## src/design/idsa_pkg.sv

```systemverilog
// Shared command and status codes for the ID slot allocator.
`timescale 1ns / 1ps
package idsa_pkg;

   localparam logic [1:0] CMD_NEXT_FIT = 2'd0;
   localparam logic [1:0] CMD_TOP      = 2'd1;
   localparam logic [1:0] CMD_RELEASE  = 2'd2;

   localparam logic [1:0] STATUS_OK        = 2'd0;
   localparam logic [1:0] STATUS_FULL      = 2'd1;
   localparam logic [1:0] STATUS_BAD_ID    = 2'd2;

   localparam int ID_WIDTH     = 7;
   localparam int STATUS_WIDTH = 2;
   localparam int CMD_WIDTH    = 2;
   localparam int DATA_WIDTH   = 32;
   localparam int ADDR_WIDTH   = 2;

   localparam logic [ADDR_WIDTH-1:0] ADDR_ACTIVE_COUNT = 2'd0;
   localparam logic [ID_WIDTH-1:0]   ACTIVE_COUNT_RESET = 7'd64;

endpackage

```

## src/design/id_slot_allocator.sv

```systemverilog
// ID slot allocator: next-fit / top-down bitmap ID allocation with a scan sequencer.
//
//   channel   direction  handshake           payload
//   req       in         req_valid/ready     req_cmd, req_release_id
//   rsp       out        rsp_valid/ready     rsp_granted_id, rsp_status
//   csr       in/out     APB psel/penable    paddr, pwdata, prdata (active_count)
//
// Acquire: scans at most the active count of slots, capped at MAX_IDS and 127, one map
// read per cycle through the registered port of the used-bit memory.
// Release and the unused command go from idle straight to the response state.
// After reset a clearing pass writes every map entry before
// the first transaction is taken. A result waits in the output register; the
// block takes the next transaction while it waits and stalls only if a second
// result is ready before the first has been taken.
`timescale 1ns / 1ps
module id_slot_allocator #(
   parameter int MAX_IDS = 64
) (
   input  logic                                   clock,
   input  logic                                   reset,
   input  logic                                   req_valid,
   output logic                                   req_ready,
   input  logic [idsa_pkg::CMD_WIDTH-1:0]         req_cmd,
   input  logic [idsa_pkg::ID_WIDTH-1:0]          req_release_id,
   output logic                                   rsp_valid,
   input  logic                                   rsp_ready,
   output logic [idsa_pkg::ID_WIDTH-1:0]          rsp_granted_id,
   output logic [idsa_pkg::STATUS_WIDTH-1:0]      rsp_status,
   input  logic                                   psel,
   input  logic                                   penable,
   input  logic                                   pwrite,
   input  logic [idsa_pkg::ADDR_WIDTH-1:0]        paddr,
   input  logic [idsa_pkg::DATA_WIDTH-1:0]        pwdata,
   output logic [idsa_pkg::DATA_WIDTH-1:0]        prdata,
   output logic                                   pready
);

   localparam int IW  = $clog2(MAX_IDS);
   localparam int AW  = (IW > idsa_pkg::ID_WIDTH) ? IW : idsa_pkg::ID_WIDTH;
   localparam int CAP = (MAX_IDS < 127) ? MAX_IDS : 127;
   localparam int SW  = idsa_pkg::ID_WIDTH;

   localparam logic [2:0] ST_CLEAR = 3'd0;
   localparam logic [2:0] ST_IDLE  = 3'd1;
   localparam logic [2:0] ST_SCAN  = 3'd2;
   localparam logic [2:0] ST_RESP  = 3'd3;

   logic [2:0]    state_ff, state_in;
   logic [IW-1:0] clr_ff, clr_in;
   logic [SW-1:0] active_count_ff, active_count_in;
   logic [SW-1:0] ptr_ff, ptr_in;
   logic [SW-1:0] scan_slot_ff, scan_slot_in;
   logic [SW-1:0] remain_ff, remain_in;
   logic          top_ff, top_in;
   logic          chk_v_ff, chk_v_in;
   logic [SW-1:0] chk_slot_ff, chk_slot_in;
   logic [SW-1:0] res_id_ff, res_id_in;
   logic [1:0]    res_st_ff, res_st_in;
   logic          rsp_valid_ff, rsp_valid_in;
   logic [SW-1:0] rsp_id_ff, rsp_id_in;
   logic [1:0]    rsp_st_ff, rsp_st_in;
   logic          rd_bit_ff;

   logic          map_mem [MAX_IDS];
   logic          wr_en;
   logic          wr_bit;
   logic [IW-1:0] wr_addr;
   logic [IW-1:0] rd_addr;
   logic [AW-1:0] rd_ext, rel_ext, chk_ext;

   logic [SW-1:0] eff_n;
   logic [SW-1:0] rel_slot;
   logic [SW-1:0] nf_next;
   logic          req_fire, csr_write, hit, rsp_load;

   assign eff_n     = (active_count_ff > SW'(CAP)) ? SW'(CAP) : active_count_ff;
   assign req_ready = (state_ff == ST_IDLE);
   assign req_fire  = req_valid && req_ready;
   assign csr_write = psel && penable && pwrite && (paddr == idsa_pkg::ADDR_ACTIVE_COUNT);
   assign pready    = 1'b1;
   assign prdata    = (paddr == idsa_pkg::ADDR_ACTIVE_COUNT) ?
                      idsa_pkg::DATA_WIDTH'(active_count_ff) : '0;

   assign rel_slot = req_release_id - SW'(1);
   assign rd_ext   = AW'(scan_slot_ff);
   assign rel_ext  = AW'(rel_slot);
   assign chk_ext  = AW'(chk_slot_ff);
   assign rd_addr  = rd_ext[IW-1:0];
   assign hit      = chk_v_ff && !rd_bit_ff;
   assign nf_next  = ((scan_slot_ff + SW'(1)) >= eff_n) ? '0 : scan_slot_ff + SW'(1);
   assign rsp_load = (state_ff == ST_RESP) && (!rsp_valid_ff || rsp_ready);

   assign rsp_valid      = rsp_valid_ff;
   assign rsp_granted_id = rsp_id_ff;
   assign rsp_status     = rsp_st_ff;

   always_comb begin
      state_in        = state_ff;
      clr_in          = clr_ff;
      active_count_in = csr_write ? pwdata[SW-1:0] : active_count_ff;
      ptr_in          = ptr_ff;
      scan_slot_in    = scan_slot_ff;
      remain_in       = remain_ff;
      top_in          = top_ff;
      chk_v_in        = 1'b0;
      chk_slot_in     = chk_slot_ff;
      res_id_in       = res_id_ff;
      res_st_in       = res_st_ff;
      wr_en           = 1'b0;
      wr_bit          = 1'b0;
      wr_addr         = clr_ff;
      unique case (state_ff)
         ST_CLEAR: begin
            wr_en  = 1'b1;
            clr_in = clr_ff + IW'(1);
            if (clr_ff == IW'(MAX_IDS - 1)) begin
               state_in = ST_IDLE;
            end
         end
         ST_IDLE: begin
            if (req_fire) begin
               res_id_in = '0;
               res_st_in = idsa_pkg::STATUS_OK;
               state_in  = ST_RESP;
               unique case (req_cmd)
                  idsa_pkg::CMD_NEXT_FIT: begin
                     state_in     = ST_SCAN;
                     top_in       = 1'b0;
                     remain_in    = eff_n;
                     scan_slot_in = (ptr_ff < eff_n) ? ptr_ff : '0;
                  end
                  idsa_pkg::CMD_TOP: begin
                     state_in     = ST_SCAN;
                     top_in       = 1'b1;
                     remain_in    = eff_n;
                     scan_slot_in = eff_n - SW'(1);
                  end
                  idsa_pkg::CMD_RELEASE: begin
                     if (req_release_id == '0 || req_release_id > eff_n) begin
                        res_st_in = idsa_pkg::STATUS_BAD_ID;
                     end else begin
                        wr_en   = 1'b1;
                        wr_addr = rel_ext[IW-1:0];
                     end
                  end
                  default: begin
                  end
               endcase
            end
         end
         ST_SCAN: begin
            if (hit) begin
               wr_en     = 1'b1;
               wr_bit    = 1'b1;
               wr_addr   = chk_ext[IW-1:0];
               res_id_in = chk_slot_ff + SW'(1);
               res_st_in = idsa_pkg::STATUS_OK;
               if (!top_ff) begin
                  ptr_in = chk_slot_ff;
               end
               state_in = ST_RESP;
            end else if (remain_ff != '0) begin
               chk_v_in     = 1'b1;
               chk_slot_in  = scan_slot_ff;
               remain_in    = remain_ff - SW'(1);
               scan_slot_in = top_ff ? scan_slot_ff - SW'(1) : nf_next;
            end else begin
               res_id_in = '0;
               res_st_in = idsa_pkg::STATUS_FULL;
               state_in  = ST_RESP;
            end
         end
         ST_RESP: begin
            if (rsp_load) begin
               state_in = ST_IDLE;
            end
         end
         default: begin
            state_in = ST_IDLE;
         end
      endcase
   end

   always_comb begin
      rsp_valid_in = rsp_load || (rsp_valid_ff && !rsp_ready);
      rsp_id_in    = rsp_load ? res_id_ff : rsp_id_ff;
      rsp_st_in    = rsp_load ? res_st_ff : rsp_st_ff;
   end

   always_ff @(posedge clock) begin
      if (wr_en) begin
         map_mem[wr_addr] <= wr_bit;
      end
      rd_bit_ff <= map_mem[rd_addr];
   end

   always_ff @(posedge clock) begin
      if (reset) begin
         state_ff        <= ST_CLEAR;
         clr_ff          <= '0;
         active_count_ff <= idsa_pkg::ACTIVE_COUNT_RESET;
         ptr_ff          <= '0;
         chk_v_ff        <= 1'b0;
         rsp_valid_ff    <= 1'b0;
      end else begin
         state_ff        <= state_in;
         clr_ff          <= clr_in;
         active_count_ff <= active_count_in;
         ptr_ff          <= ptr_in;
         chk_v_ff        <= chk_v_in;
         rsp_valid_ff    <= rsp_valid_in;
      end
   end

   always_ff @(posedge clock) begin
      scan_slot_ff <= scan_slot_in;
      remain_ff    <= remain_in;
      top_ff       <= top_in;
      chk_slot_ff  <= chk_slot_in;
      res_id_ff    <= res_id_in;
      res_st_ff    <= res_st_in;
      rsp_id_ff    <= rsp_id_in;
      rsp_st_ff    <= rsp_st_in;
   end

endmodule

```

## config.mk

```make
export PLATFORM = sky130hd
export DESIGN_NAME = id_slot_allocator
export DESIGN_NICKNAME = d
export VERILOG_FILES = /design/src/design/idsa_pkg.sv /design/src/design/id_slot_allocator.sv
export SDC_FILE = /design/constraint.sdc
export NUM_CORES = 1
export LEC_CHECK = 0
export BUFFER_PORTS_ARGS = -buffer_cell sky130_fd_sc_hd__buf_4
export CAP_MARGIN = 20
export CORE_UTILIZATION = 30
export DETAILED_ROUTE_END_ITERATION = 6
export PLACE_DENSITY = 0.57
export SYNTH_ARGS = -nofsm -noshare
export SYNTH_HDL_FRONTEND = slang
export SYNTH_SLANG_ARGS = --single-unit
export TNS_END_PERCENT = 10
```

## constraint.sdc

```tcl
create_clock -name clock -period 4.4 [get_ports clock]
set_input_delay 1.1 -clock clock [delete_from_list [all_inputs] [get_ports clock]]
set_output_delay 1.1 -clock clock [all_outputs]
set_load 0.02 [all_outputs]
```

### After elaboration in Yosys (flattened, before gate mapping)

Memories as Yosys holds them, arrays and structs flattened. A register that Yosys moved wholly into a read port is not among the register bits.
Cells that the tools add are included.

| cells by class | value |
|---|---|
| $add $sub $neg | 7 |
| multiply operators | 0 |
| div/mod/pow operators | 0 |
| $lt $le $gt $ge | 4 |
| eq/ne operators | 14 |
| shift operators | 0 |
| multiplexer cells | 47 |
| bitwise logic cells | 3 |
| reduce and logical (&&, ||, !) cells | 29 |

Operators with widths:

| operator | number |
|---|---|
| $mux W7 | 15 |
| $pmux W7 S2 | 4 |
| $mux W6 | 4 |
| $sub A7 B1 Y7 const B | 3 |
| $mux W3 | 5 |
| $add A7 B1 Y7 const B | 2 |
| $pmux W3 S4 | 1 |
| $pmux W6 S2 | 1 |
| $reduce_and A3 Y1 | 4 |
| $mux W2 | 5 |
| $ne A2 B2 Y1 const B | 5 |
| $reduce_and A5 Y1 | 2 |
| $mux W1 | 9 |
| $ge A7 B7 Y1 | 1 |
| $gt A7 B7 Y1 | 1 |
| $gt A7 B7 Y1 const B | 1 |
| $logic_and A1 B1 Y1 | 7 |
| $logic_not A7 Y1 | 1 |
| $lt A7 B7 Y1 | 1 |
| $reduce_bool A7 Y1 | 1 |
| $add A6 B1 Y6 const B | 1 |
| $eq A3 B2 Y1 const B | 2 |
| $eq A6 B6 Y1 const B | 1 |
| $sub A6 B1 Y6 const B | 1 |
| 18 further kinds | 26 |

| word-level totals | value |
|---|---|
| register bits | 65 |
| bits in latches | 0 |
| bits in writable memories | 64 |
| bits in read-only memories | 0 |
| input bits | 50 |
| output and inout port bits | 44 |
| logic and storage cells | 119 |
| memories | 1 |

Memories:

| name | depth | width | rd ports | clocked after Yosys merged registers in | wr ports | line | RTL |
|---|---|---|---|---|---|---|---|
| map_mem | 64 | 1 | 1 | 1 | 1 | id_slot_allocator.sv:64 | `logic map_mem [MAX_IDS];` |

### Longest topological paths before layout

| logic depth | value |
|---|---|
| depth in word-level cells | 10 |
| mapped depth | 11 |
| gate-level depth less buffers | 11 |

### Worst setup path after synthesis

Ideal clock, no wire load.

| timing path | value |
|---|---|
| path kind | input to register |
| start point | in req_release_id[2] (netlist bit) |
| end point | mem map_mem[30] (enable) |
| library setup time | 304 ps |
| data arrival time | 3013 ps |
| data required time | 4096 ps |
| slack | 1083 ps |
| stages on the path | 8 |
| path buffers | 0 |
| cells stage by stage | ha_1 a21oi_1 a21oi_1 o31a_2 or3_4 a41oi_4 nand3_2 nor2_1 |

| on the way | value |
|---|---|
| cells in the longest elaborated chain, start to end | 8 |
| elaborated cells on any way between the ends | 14 |

Ends and longest elaborated chain:

| element | line | RTL |
|---|---|---|
| start, declared | id_slot_allocator.sv:24 | `input logic [idsa_pkg::ID_WIDTH-1:0] req_release_id,` |
| $gt A7 B7 Y1 or $logic_not A7 Y1 (tied branches) | id_slot_allocator.sv:139 | `if (req_release_id == '0 \|\| req_release_id > eff_n) begin` |
| $logic_or A1 B1 Y1 | id_slot_allocator.sv:139 |  |
| $mux W1 | id_slot_allocator.sv:139 |  |
| $mux W1 | id_slot_allocator.sv:125 | `unique case (req_cmd)` |
| $mux W1 | id_slot_allocator.sv:121 | `if (req_fire) begin` |
| $pmux W1 S3 | id_slot_allocator.sv:112 | `unique case (state_ff)` |
| $mux W1 | id_slot_allocator.sv:191 | `if (wr_en) begin` |
| $mux W1 (implied by the code) | id_slot_allocator.sv:192 | `map_mem[wr_addr] <= wr_bit;` |
| end, declared | id_slot_allocator.sv:64 |  |

Several ways; a longest one is shown, not always the timed one.

### Worst setup path after layout

| timing path | value |
|---|---|
| start point | reg active_count_ff[6] |
| end point | mem map_mem[41] (enable) |

| on the way | value |
|---|---|
| cells in the longest elaborated chain, start to end | 10 |
| elaborated cells on any way between the ends | 14 |

Ends and longest elaborated chain:

| element | line | RTL |
|---|---|---|
| start, declared | id_slot_allocator.sv:50 | `logic [SW-1:0] active_count_ff, active_count_in;` |
| start signal, assigned | id_slot_allocator.sv:201 | `active_count_ff <= idsa_pkg::ACTIVE_COUNT_RESET;` |
| start signal, assigned | id_slot_allocator.sv:208 | `active_count_ff <= active_count_in;` |
| $gt A7 B7 Y1 | id_slot_allocator.sv:76 | `assign eff_n = (active_count_ff > SW'(CAP)) ? SW'(CAP) : active_count_ff;` |
| $mux W7 * | id_slot_allocator.sv:76 |  |
| $gt A7 B7 Y1 * | id_slot_allocator.sv:139 |  |
| $logic_or A1 B1 Y1 * | id_slot_allocator.sv:139 |  |
| $mux W1 | id_slot_allocator.sv:139 |  |
| $mux W1 | id_slot_allocator.sv:125 |  |
| $mux W1 | id_slot_allocator.sv:121 |  |
| $pmux W1 S3 | id_slot_allocator.sv:112 |  |
| $mux W1 | id_slot_allocator.sv:191 |  |
| $mux W1 (implied by the code) | id_slot_allocator.sv:192 |  |

Mark *: on every way between the ends. The rest lies on a longest branch, timed or not.

==> qor.yml <==
layout_common_cells: "109 x nor2_1, 104 x edfxtp_1, 51 x buf_4, 43 x nand2_1, 33 x ha_1"
drt_first_iter_violations: 355
final_common_cell: "nor2_1"
htree_levels: 4
ys_seq_area_frac: 0.5110
hold_buffers: 0
syn-cell-area_sq_mm: 0.007091
avgSynthCellArea_sq_um: 11.27
drt-total-wl_microns: 16150
cp-startpoint: "active_count_ff[6]"
grt_max_degree: 66
io_buffers: 42
root_buffer: "clkbuf_16"
antenna_left: 0
powerDensity_mw_per_mm2: 465.8
slew_headroom: 0.3073
fin_crit_ns: 3.847
critPathRequiredTime_ns: 4.51
antenna_found_initial: 0
clock_skew_ns: 0.01068
synth_ff_type: "edfxtp_1"
wire_per_inst_microns: 16.10
fillers: 2315
nNetsFinal: 760
post_cts_buffers: 0
r2r-start: "active_count_ff[6]"
ir_worst_vdd_uv: 267.3
clk_pin_slew_ns: 0.06
hold_viol_final: 0
cp.arrival_ns: 3.96
final-max-slew-violation-count: 0
dieArea_sq_mm: 0.02425
dieWidth_microns: 155.7
synth_area_leaders: "edfxtp_1 44%, dfxtp_1 7.1%, mux4_2 6.7%"
fmax_ghz: 0.2599
cp-end-kind: "register"
status: "finished, final reports clean"
place_congestion: 0.8176
hpwlAfterDp_microns: 11680
overflow: 0
synth_edf_count: 104
synthDistinctLibCells: 62
cts_buffers: 17
placementRows: 55
io_pins: 94
drcViolationCount: 0
tightest_slew_ns: 1.037
synth_top_area_share: 0.4404
n_antenna_cell: 0
path_max_fanout: 10
cts_buffer_depth: 2
critPathLaunchType: "register"
dr.pass1.iters: 5
clock-sinks: 129
core_area_sq_mm: 0.02292
yosys_warnings: 0
p_leak_uw: 0.003124
grt_pass1_vias: 4785
hold_class: "register to register"
grt_pass1_wl_microns: 26020
crit_type: "register to register"
drv_cap: 0
hp-start: "res_id_ff[3]"
rsz0062_at_grt: "no"
final_util: 0.3603
avgViaCountPerCell: 4.860
yosys.area.top_type: "edfxtp_1"
die_y_microns: 155.7
cts_tree: "built"
cts_resized: 0
setup_tns_ns: 0
insertion_delay_ns: 0.42
drive_above_1_share: 0.1783
synth_seq_cells: 129
synth-async-reset-ratio: 0
vias: 4875
finalCritPeriodShare: 0.8743
initial_core_util: 0.3094
area_delta_synth_final_pct: 16.43
setup_violations: 0
grt.total_usage: 0.1428
syn_inst: 629
power breakdown:
group          switching (uW)  internal, uW
logic                     567           343
registers                 112          1440
clock network             514           870
total                    1190          2650
registers in the layout, summed over array words and instances (netlist names):
name	count
top_ff	1
active_count_ff	7
res_st_ff	2
rd_ext	7
rd_bit_ff	1
state_ff	2
res_id_ff	7
rsp_status	2
chk_ext	7
ptr_ff	7
chk_v_ff	1
map_mem	64
rsp_granted_id	7
clr_ff	6
remain_ff	7
rsp_valid	1
stage by stage:
step	cell area, sq um	power, uW	hold slack [ns]	worst slack (ns)	cells
floorplan	7181	2243	0.4003	1.083	653
finish	8255	3846	0.4154	0.5529	1003
global placement	7674	2477	0.4024	0.5441	971
CTS	8255	3876	0.4166	0.5439	1003
detailed placement	7674	2486	0.4045	0.4804	971
global route	8255	4049	0.4260	0.2210	1003
cells by family (layout without fill, tap and decap cells):
logic type	count (synthesis)	count (layout)	synth area share
xor+xnor	31	31	0.03829
other cells	2	26	0.001059
buf+inv	66	103	0.05029
simple gates	232	232	0.1537
fa+ha+maj	33	33	0.05823
mux	35	35	0.08664
flops	129	129	0.5110
compound gates	101	101	0.1008
worst max-delay path: stages, from the launching register on:
cell	delay [ns]
dfxtp_1	0.49
clkinv_1	0.35
nand2_1	0.35
ha_1	0.32
a211oi_2	0.18
nor2_1	0.11
o31a_2	0.36
nor4_1	0.52
a311o_2	0.27
nand3_1	0.33
nor2_1	0.25
layout make-up:
cell class	count	area, sq um	area share
timing repair buffer	51	382.9	0.04638
sequential	129	3623	0.4389
multi-input combinational	458	3201	0.3877
tap	313	391.6	0.04744
inverter	20	75.07	0.009094
clock buffer	21	470.5	0.05699
clock inverter	11	111.4	0.01349
layer usage:
layer / GRT usage / part of all wire
met2: 0.2257 / 0.46
met5: 0 / 0
met4: 0.05415 / 0.018
met3: 0.03000 / 0.042
met1: 0.1918 / 0.48
path summary, 6_finish.rpt:
kind	end	slack [ns]	depth (start not counted)
min reg2reg	rsp_granted_id[3]	0.42	0
max reg2reg	map_mem[41]	0.55	10
min	rsp_granted_id[3]	0.42	0
max	map_mem[41]	0.55	10
synth_stat cells (3+ instances only):
cell type	count
nor2_1	109
edfxtp_1	104
nand2_1	43
ha_1	33
a21oi_1	28
o21ai_0	28
buf_4	26
dfxtp_1	25
mux4_2	21
xor2_1	19
inv_1	18
clkbuf_1	16
mux2i_1	13
nand4_1	13
nand3_1	12
xnor2_1	12
nor3_1	11
and2_1	9
nand3_2	7
nand2b_1	6
o211ai_1	5
a21o_1	4
and3_1	4
nand3b_1	4
a211o_1	3
a211oi_1	3
a211oi_2	3
a221oi_1	3
buf_2	3
nor2b_1	3
or3_1	3
Power figures use the tool's default switching activity.
